===== src/rtl/core/csvft_pkg.sv =====
// Shared types, constants and helpers of the CSV field tokenizer.
`default_nettype none
package csvft_pkg;

  localparam int PENDING_DEPTH = 16;
  localparam int CNT_W = $clog2(PENDING_DEPTH + 1);
  localparam int IDX_W = (PENDING_DEPTH > 1) ? $clog2(PENDING_DEPTH) : 1;

  localparam logic [7:0] SEP_RESET = 8'h2C;
  localparam logic [7:0] CH_CR     = 8'h0D;
  localparam logic [7:0] CH_LF     = 8'h0A;
  localparam logic [7:0] CH_SPACE  = 8'h20;
  localparam logic [7:0] CH_TAB    = 8'h09;
  localparam logic [7:0] CH_VT     = 8'h0B;
  localparam logic [7:0] CH_FF     = 8'h0C;

  typedef struct packed {
    logic [7:0] byte_value;
    logic       end_of_stream;
  } in_item_t;

  typedef struct packed {
    logic [7:0] field_byte;
    logic       byte_present;
    logic       field_end;
    logic       row_end;
    logic       stream_done;
    logic       overflow;
    logic       last;
  } out_item_t;

  typedef enum logic [1:0] {
    SEL_NONE = 2'd0,
    SEL_MEM  = 2'd1,
    SEL_BYTE = 2'd2
  } emit_sel_t;

  typedef struct packed {
    logic      latch;
    logic      hold_cr;
    logic      hold_byte;
    logic      clear_field;
    logic      clear_count;
    logic      set_content;
    logic      set_cr;
    logic      clr_cr;
    logic      clr_row;
    logic      rd_start;
    logic      rd_issue;
    logic      rd_advance;
    logic      emit;
    emit_sel_t emit_sel;
    logic      fend;
    logic      rend;
    logic      sdone;
    logic      last;
    logic      ovf;
  } cmd_t;

  typedef struct packed {
    logic eos;
    logic is_sep;
    logic is_cr;
    logic is_lf;
    logic is_blank;
    logic saw_cr;
    logic has_content;
    logic row_started;
    logic count_zero;
    logic full;
    logic rd_last;
    logic ovf;
    logic out_free;
  } status_t;

  function automatic logic is_blank(input logic [7:0] b);
    return (b == CH_SPACE) || (b == CH_TAB) || (b == CH_VT) || (b == CH_FF);
  endfunction

endpackage
`default_nettype wire


===== src/rtl/core/csvft_ctrl.sv =====
// Sequencer of the CSV field tokenizer: steps one item through its actions.
`default_nettype none
module csvft_ctrl (
  input  wire logic              clk,
  input  wire logic              rst,
  input  wire logic              in_valid,
  output logic                   in_ready,
  input  wire csvft_pkg::status_t st,
  output csvft_pkg::cmd_t        cmd
);

  typedef enum logic [5:0] {
    S_IDLE  = 6'b000001,
    S_CR    = 6'b000010,
    S_MAIN  = 6'b000100,
    S_RD    = 6'b001000,
    S_OUT   = 6'b010000,
    S_LASTB = 6'b100000
  } state_t;

  state_t state, state_next;
  logic   blank_ovf;

  always_ff @(posedge clk) begin
    if (rst) begin
      state <= S_IDLE;
    end else begin
      state <= state_next;
    end
  end

  // overflow for a blank: already flagged, or the blank would be held into a full buffer
  assign blank_ovf = st.ovf | (st.has_content & st.full);

  always_comb begin
    cmd        = '0;
    cmd.emit_sel = csvft_pkg::SEL_NONE;
    in_ready   = 1'b0;
    state_next = state;
    case (state)
      S_IDLE: begin
        in_ready = 1'b1;
        if (in_valid) begin
          cmd.latch  = 1'b1;
          state_next = S_CR;
        end
      end
      S_CR: begin
        if (st.saw_cr && !st.eos) begin
          if (st.is_lf) begin
            if (st.out_free) begin
              cmd.emit        = 1'b1;
              cmd.fend        = 1'b1;
              cmd.rend        = 1'b1;
              cmd.last        = 1'b1;
              cmd.ovf         = st.ovf;
              cmd.clear_field = 1'b1;
              cmd.clr_row     = 1'b1;
              cmd.clr_cr      = 1'b1;
              state_next      = S_IDLE;
            end
          end else begin
            cmd.hold_cr = 1'b1;
            cmd.clr_cr  = 1'b1;
            state_next  = S_MAIN;
          end
        end else begin
          state_next = S_MAIN;
        end
      end
      S_MAIN: begin
        if (st.eos) begin
          if (st.out_free) begin
            cmd.emit        = 1'b1;
            cmd.fend        = st.row_started;
            cmd.rend        = st.row_started;
            cmd.sdone       = 1'b1;
            cmd.last        = 1'b1;
            cmd.ovf         = st.ovf;
            cmd.clear_field = 1'b1;
            cmd.clr_cr      = 1'b1;
            cmd.clr_row     = 1'b1;
            state_next      = S_IDLE;
          end
        end else if (st.is_sep) begin
          if (st.out_free) begin
            cmd.emit        = 1'b1;
            cmd.fend        = 1'b1;
            cmd.last        = 1'b1;
            cmd.ovf         = st.ovf;
            cmd.clear_field = 1'b1;
            state_next      = S_IDLE;
          end
        end else if (st.is_cr) begin
          if (!st.ovf || st.out_free) begin
            cmd.set_cr = 1'b1;
            cmd.emit   = st.ovf;
            cmd.last   = 1'b1;
            cmd.ovf    = st.ovf;
            state_next = S_IDLE;
          end
        end else if (st.is_lf) begin
          if (st.out_free) begin
            cmd.emit        = 1'b1;
            cmd.fend        = 1'b1;
            cmd.rend        = 1'b1;
            cmd.last        = 1'b1;
            cmd.ovf         = st.ovf;
            cmd.clear_field = 1'b1;
            cmd.clr_row     = 1'b1;
            state_next      = S_IDLE;
          end
        end else if (st.is_blank) begin
          if (!blank_ovf || st.out_free) begin
            cmd.hold_byte = st.has_content;
            cmd.emit      = blank_ovf;
            cmd.last      = 1'b1;
            cmd.ovf       = blank_ovf;
            state_next    = S_IDLE;
          end
        end else if (st.count_zero) begin
          if (st.out_free) begin
            cmd.emit        = 1'b1;
            cmd.emit_sel    = csvft_pkg::SEL_BYTE;
            cmd.last        = 1'b1;
            cmd.ovf         = st.ovf;
            cmd.set_content = 1'b1;
            state_next      = S_IDLE;
          end
        end else begin
          cmd.rd_start = 1'b1;
          state_next   = S_RD;
        end
      end
      S_RD: begin
        cmd.rd_issue = 1'b1;
        state_next   = S_OUT;
      end
      S_OUT: begin
        if (st.out_free) begin
          cmd.emit       = 1'b1;
          cmd.emit_sel   = csvft_pkg::SEL_MEM;
          cmd.rd_advance = 1'b1;
          state_next     = st.rd_last ? S_LASTB : S_RD;
        end
      end
      S_LASTB: begin
        if (st.out_free) begin
          cmd.emit        = 1'b1;
          cmd.emit_sel    = csvft_pkg::SEL_BYTE;
          cmd.last        = 1'b1;
          cmd.ovf         = st.ovf;
          cmd.clear_count = 1'b1;
          cmd.set_content = 1'b1;
          state_next      = S_IDLE;
        end
      end
      default: begin
        state_next = S_IDLE;
      end
    endcase
  end

endmodule
`default_nettype wire


===== src/rtl/core/csvft_dp.sv =====
// Datapath of the CSV field tokenizer: item, field state, pending buffer, result register.
`default_nettype none
module csvft_dp (
  input  wire logic                clk,
  input  wire logic                rst,
  input  wire csvft_pkg::cmd_t     cmd,
  output csvft_pkg::status_t       st,
  input  wire csvft_pkg::in_item_t in_item,
  input  wire logic                cfg_valid,
  input  wire logic [7:0]          cfg_data,
  output logic                     out_valid,
  input  wire logic                out_ready,
  output csvft_pkg::out_item_t     out_item
);

  logic [7:0]                  separator;
  logic [7:0]                  item_byte;
  logic                        item_eos;
  logic                        has_content;
  logic                        saw_cr;
  logic                        row_started;
  logic                        ovf;
  logic [csvft_pkg::CNT_W-1:0] count;
  logic [csvft_pkg::IDX_W-1:0] rd_idx;
  logic [7:0]                  mem_q;
  logic [7:0]                  mem [csvft_pkg::PENDING_DEPTH];
  logic                        full;
  logic                        do_hold;
  logic [7:0]                  hold_val;
  logic                        out_free;
  csvft_pkg::out_item_t        result;

  assign full     = (count == csvft_pkg::CNT_W'(csvft_pkg::PENDING_DEPTH));
  assign do_hold  = cmd.hold_cr | cmd.hold_byte;
  assign hold_val = cmd.hold_cr ? csvft_pkg::CH_CR : item_byte;
  assign out_free = !out_valid || out_ready;

  always_ff @(posedge clk) begin
    if (rst) begin
      separator   <= csvft_pkg::SEP_RESET;
      has_content <= 1'b0;
      saw_cr      <= 1'b0;
      row_started <= 1'b0;
      ovf         <= 1'b0;
      count       <= '0;
      rd_idx      <= '0;
      out_valid   <= 1'b0;
    end else begin
      if (cfg_valid) begin
        separator <= cfg_data;
      end
      if (cmd.latch) begin
        ovf <= 1'b0;
        if (!in_item.end_of_stream) begin
          row_started <= 1'b1;
        end
      end
      if (do_hold) begin
        if (full) begin
          ovf <= 1'b1;
        end else begin
          count <= count + csvft_pkg::CNT_W'(1);
        end
      end
      if (cmd.clear_field) begin
        has_content <= 1'b0;
        count       <= '0;
      end
      if (cmd.clear_count) begin
        count <= '0;
      end
      if (cmd.set_content) begin
        has_content <= 1'b1;
      end
      if (cmd.set_cr) begin
        saw_cr <= 1'b1;
      end
      if (cmd.clr_cr) begin
        saw_cr <= 1'b0;
      end
      if (cmd.clr_row) begin
        row_started <= 1'b0;
      end
      if (cmd.rd_start) begin
        rd_idx <= '0;
      end
      if (cmd.rd_advance) begin
        rd_idx <= rd_idx + csvft_pkg::IDX_W'(1);
      end
      if (cmd.emit) begin
        out_valid <= 1'b1;
      end else if (out_ready) begin
        out_valid <= 1'b0;
      end
    end
  end

  // item and result payload: no reset needed
  always_ff @(posedge clk) begin
    if (cmd.latch) begin
      item_byte <= in_item.byte_value;
      item_eos  <= in_item.end_of_stream;
    end
    if (cmd.emit) begin
      out_item <= result;
    end
  end

  // pending whitespace buffer
  always_ff @(posedge clk) begin
    if (do_hold && !full) begin
      mem[count[csvft_pkg::IDX_W-1:0]] <= hold_val;
    end
    if (cmd.rd_issue) begin
      mem_q <= mem[rd_idx];
    end
  end

  always_comb begin
    result              = '0;
    result.field_end    = cmd.fend;
    result.row_end      = cmd.rend;
    result.stream_done  = cmd.sdone;
    result.overflow     = cmd.ovf;
    result.last         = cmd.last;
    case (cmd.emit_sel)
      csvft_pkg::SEL_MEM: begin
        result.field_byte   = mem_q;
        result.byte_present = 1'b1;
      end
      csvft_pkg::SEL_BYTE: begin
        result.field_byte   = item_byte;
        result.byte_present = 1'b1;
      end
      default: begin
        result.field_byte   = 8'h00;
        result.byte_present = 1'b0;
      end
    endcase
  end

  always_comb begin
    st.eos         = item_eos;
    st.is_sep      = (item_byte == separator);
    st.is_cr       = (item_byte == csvft_pkg::CH_CR);
    st.is_lf       = (item_byte == csvft_pkg::CH_LF);
    st.is_blank    = csvft_pkg::is_blank(item_byte);
    st.saw_cr      = saw_cr;
    st.has_content = has_content;
    st.row_started = row_started;
    st.count_zero  = (count == '0);
    st.full        = full;
    st.rd_last     = ((csvft_pkg::CNT_W'(rd_idx) + csvft_pkg::CNT_W'(1)) == count);
    st.ovf         = ovf;
    st.out_free    = out_free;
  end

endmodule
`default_nettype wire


===== src/rtl/core/csv_field_tokenizer.sv =====
// Top level of the CSV field tokenizer: sequencer, datapath and handshake ports.
// Sequence: an item is latched in IDLE and its first result is registered from S_MAIN,
//   from S_CR for the LF of a CR+LF, or from S_OUT when held whitespace is released first.
//   A content byte that releases N held whitespace bytes does one pending-buffer read
//   (S_RD) and one result (S_OUT) per byte, then a result for the byte itself (S_LASTB);
//   a stalled output holds the sequencer in its state until the result register is free.
// Reset: rst (synchronous) clears all row state, empties the pending buffer count
//   and sets the separator to comma; buffer contents stay undefined, no clear pass.
`default_nettype none
module csv_field_tokenizer (
  input  wire logic                 clk,
  input  wire logic                 rst,
  input  wire logic                 in_valid,
  output logic                      in_ready,
  input  wire csvft_pkg::in_item_t  in_item,
  output logic                      out_valid,
  input  wire logic                 out_ready,
  output csvft_pkg::out_item_t      out_item,
  input  wire logic                 cfg_valid,
  output logic                      cfg_ready,
  input  wire logic [7:0]           cfg_data
);

  csvft_pkg::cmd_t    cmd;
  csvft_pkg::status_t st;

  // separator writes go straight into the separator register, so the config port never stalls
  assign cfg_ready = 1'b1;

  // sequencer: one item at a time, IDLE is the only state that takes an item
  csvft_ctrl u_ctrl (
    .clk      (clk),
    .rst      (rst),
    .in_valid (in_valid),
    .in_ready (in_ready),
    .st       (st),
    .cmd      (cmd)
  );

  // datapath: item register, field flags, pending buffer and the result register,
  // which lets the next item in while a result is still waiting to be taken
  csvft_dp u_dp (
    .clk       (clk),
    .rst       (rst),
    .cmd       (cmd),
    .st        (st),
    .in_item   (in_item),
    .cfg_valid (cfg_valid),
    .cfg_data  (cfg_data),
    .out_valid (out_valid),
    .out_ready (out_ready),
    .out_item  (out_item)
  );

  // an accepted item keeps the block busy for at least the next cycle
  a_busy_after_accept: assert property (@(posedge clk) disable iff (rst)
    in_valid && in_ready |=> !in_ready)
    else $error("input taken again right after accept");

  // end of stream always closes its item
  a_done_is_last: assert property (@(posedge clk) disable iff (rst)
    out_valid && out_item.stream_done |-> out_item.last)
    else $error("stream_done on a result that is not last");

  // overflow is only reported on the final result of an item
  a_ovf_is_last: assert property (@(posedge clk) disable iff (rst)
    out_valid && out_item.overflow |-> out_item.last)
    else $error("overflow on a result that is not last");

  // a released field byte never ends the field in the same result
  a_byte_no_end: assert property (@(posedge clk) disable iff (rst)
    out_valid && out_item.byte_present |-> !out_item.field_end && !out_item.stream_done)
    else $error("field byte combined with field end");

endmodule
`default_nettype wire

===== config.mk =====
export PLATFORM = sky130hd
export DESIGN_NAME = csv_field_tokenizer
export DESIGN_NICKNAME = d
export VERILOG_FILES = /design/src/rtl/core/csvft_pkg.sv /design/src/rtl/core/csvft_ctrl.sv /design/src/rtl/core/csvft_dp.sv /design/src/rtl/core/csv_field_tokenizer.sv
export SDC_FILE = /design/constraint.sdc
export NUM_CORES = 1
export LEC_CHECK = 0
export BUFFER_PORTS_ARGS = -buffer_cell sky130_fd_sc_hd__buf_2
export CORE_UTILIZATION = 30
export CTS_BUF_LIST = sky130_fd_sc_hd__clkbuf_16
export DETAILED_ROUTE_END_ITERATION = 7
export PLACE_DENSITY_LB_ADDON = 0.1
export SLEW_MARGIN = 40
export SYNTH_ARGS = -nofsm -noshare
export SYNTH_HDL_FRONTEND = slang
export SYNTH_HIERARCHICAL = 1
export SYNTH_SLANG_ARGS = --single-unit

===== constraint.sdc =====
create_clock -name clk -period 5.4 [get_ports clk]
set_clock_uncertainty 0.1 [all_clocks]
set_input_delay 0.27 -clock clk [delete_from_list [all_inputs] [get_ports clk]]
set_output_delay 0.27 -clock clk [all_outputs]
set_load 0.02 [all_outputs]

==> flow_summary_export.csv, run 1 <==
group,metric,value,unit
finish,fillers,2584,
global_routing,antenna_found_initial,0,
die,start_util,0.306,
yosys,ys_warn_count,6,
die,die_width,167,um
sta,fmax,270,MHz
global_routing,gr-total-overflow,0,
clock_network,clockRootBuffer,"clkbuf_16",
sta,tightest_slew,0.760,ns
yosys,avgSynthCellArea,14.9,um^2
global_routing,grt_max_degree,36,
critical_path,rr_worst_depth,10,
min_path,hold_path.class,"input port to register",
drt,routedWlPerCell,20.8,um
critical_path,reg2reg_slack,1.69,ns
yosys,synth_edf_count,159,
finish,nets,623,
pwr,ir_drop,0.183,mV
die,rows,60,
yosys,synth.net_count,579,
min_path,min_to,"u_dp/separator[6]",
clock_network,cts_tree,"built",
global_routing,grt_pass1_vias,4789,
finish,antennaDiodeCount,0,
yosys,syn_area,8210,um^2
critical_path,slowest_stage,"a2111oi_0",
yosys,async_flop_share,0,
sta,max_slew_margin,0.492,
critical_path,critPathMaxStageDelay,0.62,ns
critical_path,reg2reg_from,"u_dp/item_byte[3]",
pwr,power.density,339,nW/um^2
status,outcome,"complete, no violations",
critical_path,cp.arrival,3.68,ns
yosys,synth-main-ff-cell,"edfxtp_1",
drt,routed_wl,19700,um
finish,area_growth,14.4,%
clock_network,clock_path_buffers,2,
global_routing,track_usage,0.148,
clock_network,cts_buffers,17,
sta,setup_viol,0,
sta,rsz0062_at_grt,"false",
sta,period_needed,3.71,ns
critical_path,cp_common_cell,"nor2_1",
sta,slew_violations,0,
yosys,synth_cell_type_count,63,
critical_path,required,5.38,ns
drt,vias,4730,
clock_network,clk_pin_slew,0.07,ns
clock_network,htree_num_levels,4,
critical_path,crit_chain,"nor2b_1 -> nand2_1 -> nor4b_1 -> buf_4 -> nor4_1 -> o211ai_1 -> nor2_1 -> nor2_1 -> a2111oi_0 -> and2_1",
die,die_area,28000,um^2
pwr,leakagePower,0.00311,uW
die,num_io_pins,39,
drt,drt-initial-drc-count,406,
placed_design,port_buffers,37,
placed_design,gp_congestion,0.840,
critical_path,critPathLaunchType,"register",
min_path,holdCritStartpoint,"cfg_data[6]",
yosys,ys_seq_elements,187,
sta,fin_tns_setup,0,ns
finish,drive_gt1_frac,0.186,
die,coreArea,26900,um^2
min_path,hold_depth,3,
sta,hold_violations,0,
placed_design,dp_hpwl,13100,um
critical_path,r2r-end,"u_dp/mem[2][4]",
job,drv_cap,0,
finish,finish.utilization,0.350,
drt,drc,0,
drt,viasPerCell,4.99,
sta,finalCritPeriodShare,0.687,
drt,drtAntennaViolNets,0,
critical_path,endpoint_kind,"register",
yosys,synthCells,550,
critical_path,crit_fanout,10,
global_routing,grt_pass1_wl,30200,um
clock_network,cts.sinks,187,
yosys,yosysSeqAreaShare,0.650,
critical_path,worst-setup-path-type,"register to register",
clock_network,clkLatencyLatePin,0.44,ns
finish,layout_common_cells,"159 x edfxtp_1, 48 x nor2_1, 37 x buf_2",
finish,layout_commonest_cell,"edfxtp_1",
drt,dr.pass1.iters,5,
die,dieHeight,167,um
[critical path: cells and delay by family, from the launching register on]
| kind | cells | cell delay (ns) |
|---|---|---|
| simple gates | 7 | 1.81 |
| buf+inv | 1 | 0.18 |
| flops | 1 | 0.45 |
| compound gates | 2 | 0.80 |
[per-layer routing]
metal / share of wire / vias up / GRT usage
li1: - / 2207 / -
met4: 0.0075 / 0 / 0.0427
met1: 0.48 / 2400 / 0.207
met3: 0.037 / 8 / 0.0298
met2: 0.47 / 115 / 0.232
met5: 0 / - / 0
[sequential cells by signal, summed over array words and instances (netlist names), 4 cells and up]
name,flops
u_dp/item_byte,8
u_dp/rd_idx,4
u_ctrl/state,6
u_dp/count,5
u_dp/separator,8
u_dp/mem_q,8
u_dp/out_item,14
u_dp/mem,128
[cell families (layout without fill, tap and decap cells)]
group | Yosys count | in the layout | synth area share
flip-flops | 187 | 187 | 0.650
AND/OR/NAND/NOR | 155 | 155 | 0.101
AO/OA/AOI/OAI | 88 | 88 | 0.0725
buffers and inverters | 53 | 110 | 0.0398
multiplexers | 41 | 41 | 0.106
XOR/XNOR | 17 | 17 | 0.0181
adder cells (fa/ha/maj) | 8 | 8 | 0.0120
other | 1 | 1 | 0.000457
[worst max path at each step]
stage | endpoint | startpoint | slack (ns) | cells after the start
detailed placement | u_dp/mem[2][1] | u_dp/item_byte[3] | 1.73 | 10
floorplan | u_dp/mem[1][0] | u_dp/item_byte[3] | 2.41 | 10
finish | u_dp/mem[2][4] | u_dp/item_byte[3] | 1.69 | 10
CTS | u_dp/mem[2][5] | u_dp/item_byte[3] | 1.71 | 10
global route | u_dp/mem[2][4] | u_dp/item_byte[3] | 1.36 | 10
global placement | u_dp/mem[2][1] | u_dp/item_byte[3] | 1.94 | 10
[stage by stage]
step / area, um^2 / hold slack (ns) / total power [uW] / std cells / worst slack [ns]
2_1_floorplan: 8210 / 0.239 / 1880 / 550 / 2.41
3_3_place_gp: 8630 / 0.362 / 1980 / 900 / 1.94
3_5_place_dp: 8650 / 0.364 / 1990 / 900 / 1.73
4_1_cts: 9390 / 0.000845 / 3220 / 948 / 1.71
5_1_grt: 9390 / 0.0359 / 3320 / 948 / 1.36
6_report: 9390 / 0.0268 / 3190 / 948 / 1.69
[cells in the mapped netlist (all sizes together) (2+ instances only)]
library cell,n,area share
xnor2,14,0.015
nand3b,2,0.0018
nand2b,3,0.0023
o21a,2,0.0018
a211o,3,0.0032
xor2,3,0.0032
o21ai,9,0.0055
clkdlybuf4s25,3,0.0037
clkbuf,17,0.011
or4,2,0.0023
a21oi,26,0.017
a2111oi,2,0.0021
edfxtp,159,0.58
nand4,7,0.0053
dfxtp,28,0.068
nor4,3,0.0023
nor2b,15,0.011
nor3b,7,0.0070
ha,7,0.011
buf,17,0.017
nor2,49,0.022
nand2,21,0.0096
mux4,32,0.095
nor3,8,0.0049
nand3,4,0.0024
a32oi,2,0.0021
a21o,4,0.0037
or2,6,0.0046
and2,19,0.014
mux2i,8,0.0098
o211ai,4,0.0037
a31oi,2,0.0015
nor4b,3,0.0032
a22oi,25,0.023
inv,15,0.0069
[what timing repair did]
action | 4_1_cts | 5_1_grt
hold buffers | 16 | 0
hold endpoints to repair | 16 | 0
setup buffers | 0 | 0
resized for setup | 0 | 0
[power breakdown]
| part | internal [uW] | leakage [uW] | switching (uW) |
|---|---|---|---|
| Clock | 616 | 0.000282 | 612 |
| Combinational | 95.1 | 0.00115 | 177 |
| Sequential | 1650 | 0.00168 | 42.2 |
| Total | 2360 | 0.00311 | 832 |
[area by class of cell]
class	instances	area [um^2]	area share
timing repair buffer	62	413	0.0440
clock buffer	17	425	0.0453
clock inverter	15	158	0.0168
inverter	16	60.1	0.00639
multi-input combinational	310	2570	0.274
tap	341	427	0.0454
sequential	187	5340	0.568
Power figures use the tool's default switching activity.
==> run 2, diff against run 1 <==
- clock period: 5.4 -> 3.8 ns (I/O delays scaled with it)
==> flow_summary_export.csv, run 2 (same netlist as run 1, synthesis figures left out) <==
group,metric,value,unit
status,outcome,"complete, no violations",
critical_path,crit_fanout,8,
critical_path,reg2reg_from,"u_dp/item_byte[5]",
global_routing,antenna_found_initial,0,
min_path,hold_depth,2,
sta,rsz0062_at_grt,"false",
drt,routedWlPerCell,20.4,um
critical_path,cp.arrival,3.29,ns
sta,slew_violations,0,
sta,max_slew_margin,0.499,
die,die_area,28000,um^2
critical_path,required,3.78,ns
critical_path,cp_common_cell,"nor2_1",
finish,drive_gt1_frac,0.199,
critical_path,crit_family,"simple AND/OR/NAND/NOR gates",
sta,setup_viol,0,
placed_design,dpl-instance-area,8700,um^2
global_routing,gr-total-overflow,0,
die,die_width,167,um
sta,fin_tns_setup,0,ns
drt,drt-initial-drc-count,367,
critical_path,reg2reg_slack,0.49,ns
critical_path,crit_chain,"xnor2_1 -> nand4_1 -> nor2_1 -> nor4_2 -> o211ai_1 -> nor2_1 -> nor2_1 -> a2111oi_0 -> buf_4 -> and2_1",
global_routing,grt_max_degree,33,
clock_network,clockRootBuffer,"clkbuf_16",
critical_path,worst-setup-path-type,"register to register",
critical_path,cp.depth,10,
drt,dr.pass1.iters,5,
clock_network,clk_pin_slew,0.08,ns
min_path,holdCritStartpoint,"cfg_valid",
critical_path,slowest_stage,"edfxtp_1",
placed_design,gp_congestion,0.892,
pwr,power.density,487,nW/um^2
drt,drc,0,
critical_path,critPathBufInv,1,
clock_network,clock_path_buffers,2,
placed_design,dp_hpwl,13100,um
sta,tightest_slew,0.751,ns
min_path,hold_path.class,"input port to register",
drt,drtAntennaViolNets,0,
die,num_io_pins,39,
finish,largest_register_ffs,128,
drt,routed_wl,19600,um
sta,fin_ws,0.493,ns
clock_network,cts_tree,"built",
critical_path,r2r-end,"u_dp/mem[2][3]",
finish,final_cell_area,9530,um^2
clock_network,clkLatencyLatePin,0.44,ns
pwr,ir_drop,0.354,mV
pwr,leakagePower,0.00318,uW
finish,nets,634,
clock_network,cts.sinks,187,
finish,layout_commonest_cell,"edfxtp_1",
critical_path,critPathMaxStageDelay,0.52,ns
critical_path,rr_worst_depth,10,
die,coreArea,26900,um^2
finish,layout_common_cells,"159 x edfxtp_1, 49 x nor2_1, 37 x buf_2",
clock_network,post_cts_buffers,0,
min_path,min_to,"u_dp/separator[2]",
sta,fmax,302,MHz
critical_path,critPathLaunchType,"register",
die,rows,60,
placed_design,post-place-ws,0.345,ns
sta,finalCritPeriodShare,0.870,
finish,multiInputGateArea,2570,um^2
global_routing,grt_pass1_vias,4842,
drt,vias,4769,
global_routing,track_usage,0.145,
finish,final-seq-area,5340,um^2
sta,hold_ws,0.0699,ns
sta,hold_violations,0,
drt,viasPerCell,4.97,
finish,fillers,2577,
clock_network,htree_num_levels,4,
die,dieHeight,167,um
critical_path,endpoint_kind,"register",
global_routing,grt_pass1_wl,29700,um
job,drv_cap,0,
die,start_util,0.306,
sta,period_needed,3.31,ns
finish,area_growth,16.0,%
clock_network,cts_buffers,17,
placed_design,port_buffers,37,
==> run 2: cell type report <==
| cell class | instances | area share |
|---|---|---|
| timing repair buffer | 73 | 0.0523 |
| clock inverter | 15 | 0.0219 |
| sequential | 187 | 0.560 |
| tap | 341 | 0.0448 |
| clock buffer | 17 | 0.0446 |
| inverter | 16 | 0.00630 |
| antenna | 1 | 0.000263 |
| multi-input combinational | 310 | 0.270 |
==> run 2: worst max-delay path by stage <==
stage / start / end / slack, ns
after floorplan: u_dp/item_byte[3] / u_dp/mem[1][0] / 0.81
after global placement: u_dp/item_byte[5] / u_dp/mem[2][6] / 0.30
after detailed placement: u_dp/item_byte[5] / u_dp/mem[2][5] / 0.34
after CTS: u_dp/item_byte[5] / u_dp/mem[2][3] / 0.30
after global routing: u_dp/item_byte[0] / u_dp/mem[2][3] / 0.12
final: u_dp/item_byte[5] / u_dp/mem[2][3] / 0.49
==> run 2: repair_timing <==
action | in CTS | in global routing
hold endpoints to repair | 17 | 0
gates resized for setup | 0 | 2
setup endpoints to repair | 0 | 21
hold buffers | 17 | 0
==> run 2: routing by layer <==
metal  vias to the layer above  GRT usage  wire (um)
li1                       2221          -          -
met2                       109      0.233       9280
met4                         0     0.0431        210
met5                         -          0          0
met3                        15     0.0241        740
met1                      2424      0.200       9360
==> run 2: through the flow <==
step / power [uW] / util / cells
2_1_floorplan: 2670 / - / 550
3_3_place_gp: 2830 / 0.324 / 910
3_5_place_dp: 2840 / 0.324 / 910
4_1_cts: 4700 / 0.354 / 959
5_1_grt: 4830 / 0.355 / 959
6_report: 4640 / 0.355 / 960
==> run 2: report_power, final <==
part / switching (uW) / internal [uW]
Combinational: 254 / 148
Sequential: 63.3 / 2340
Clock: 925 / 914
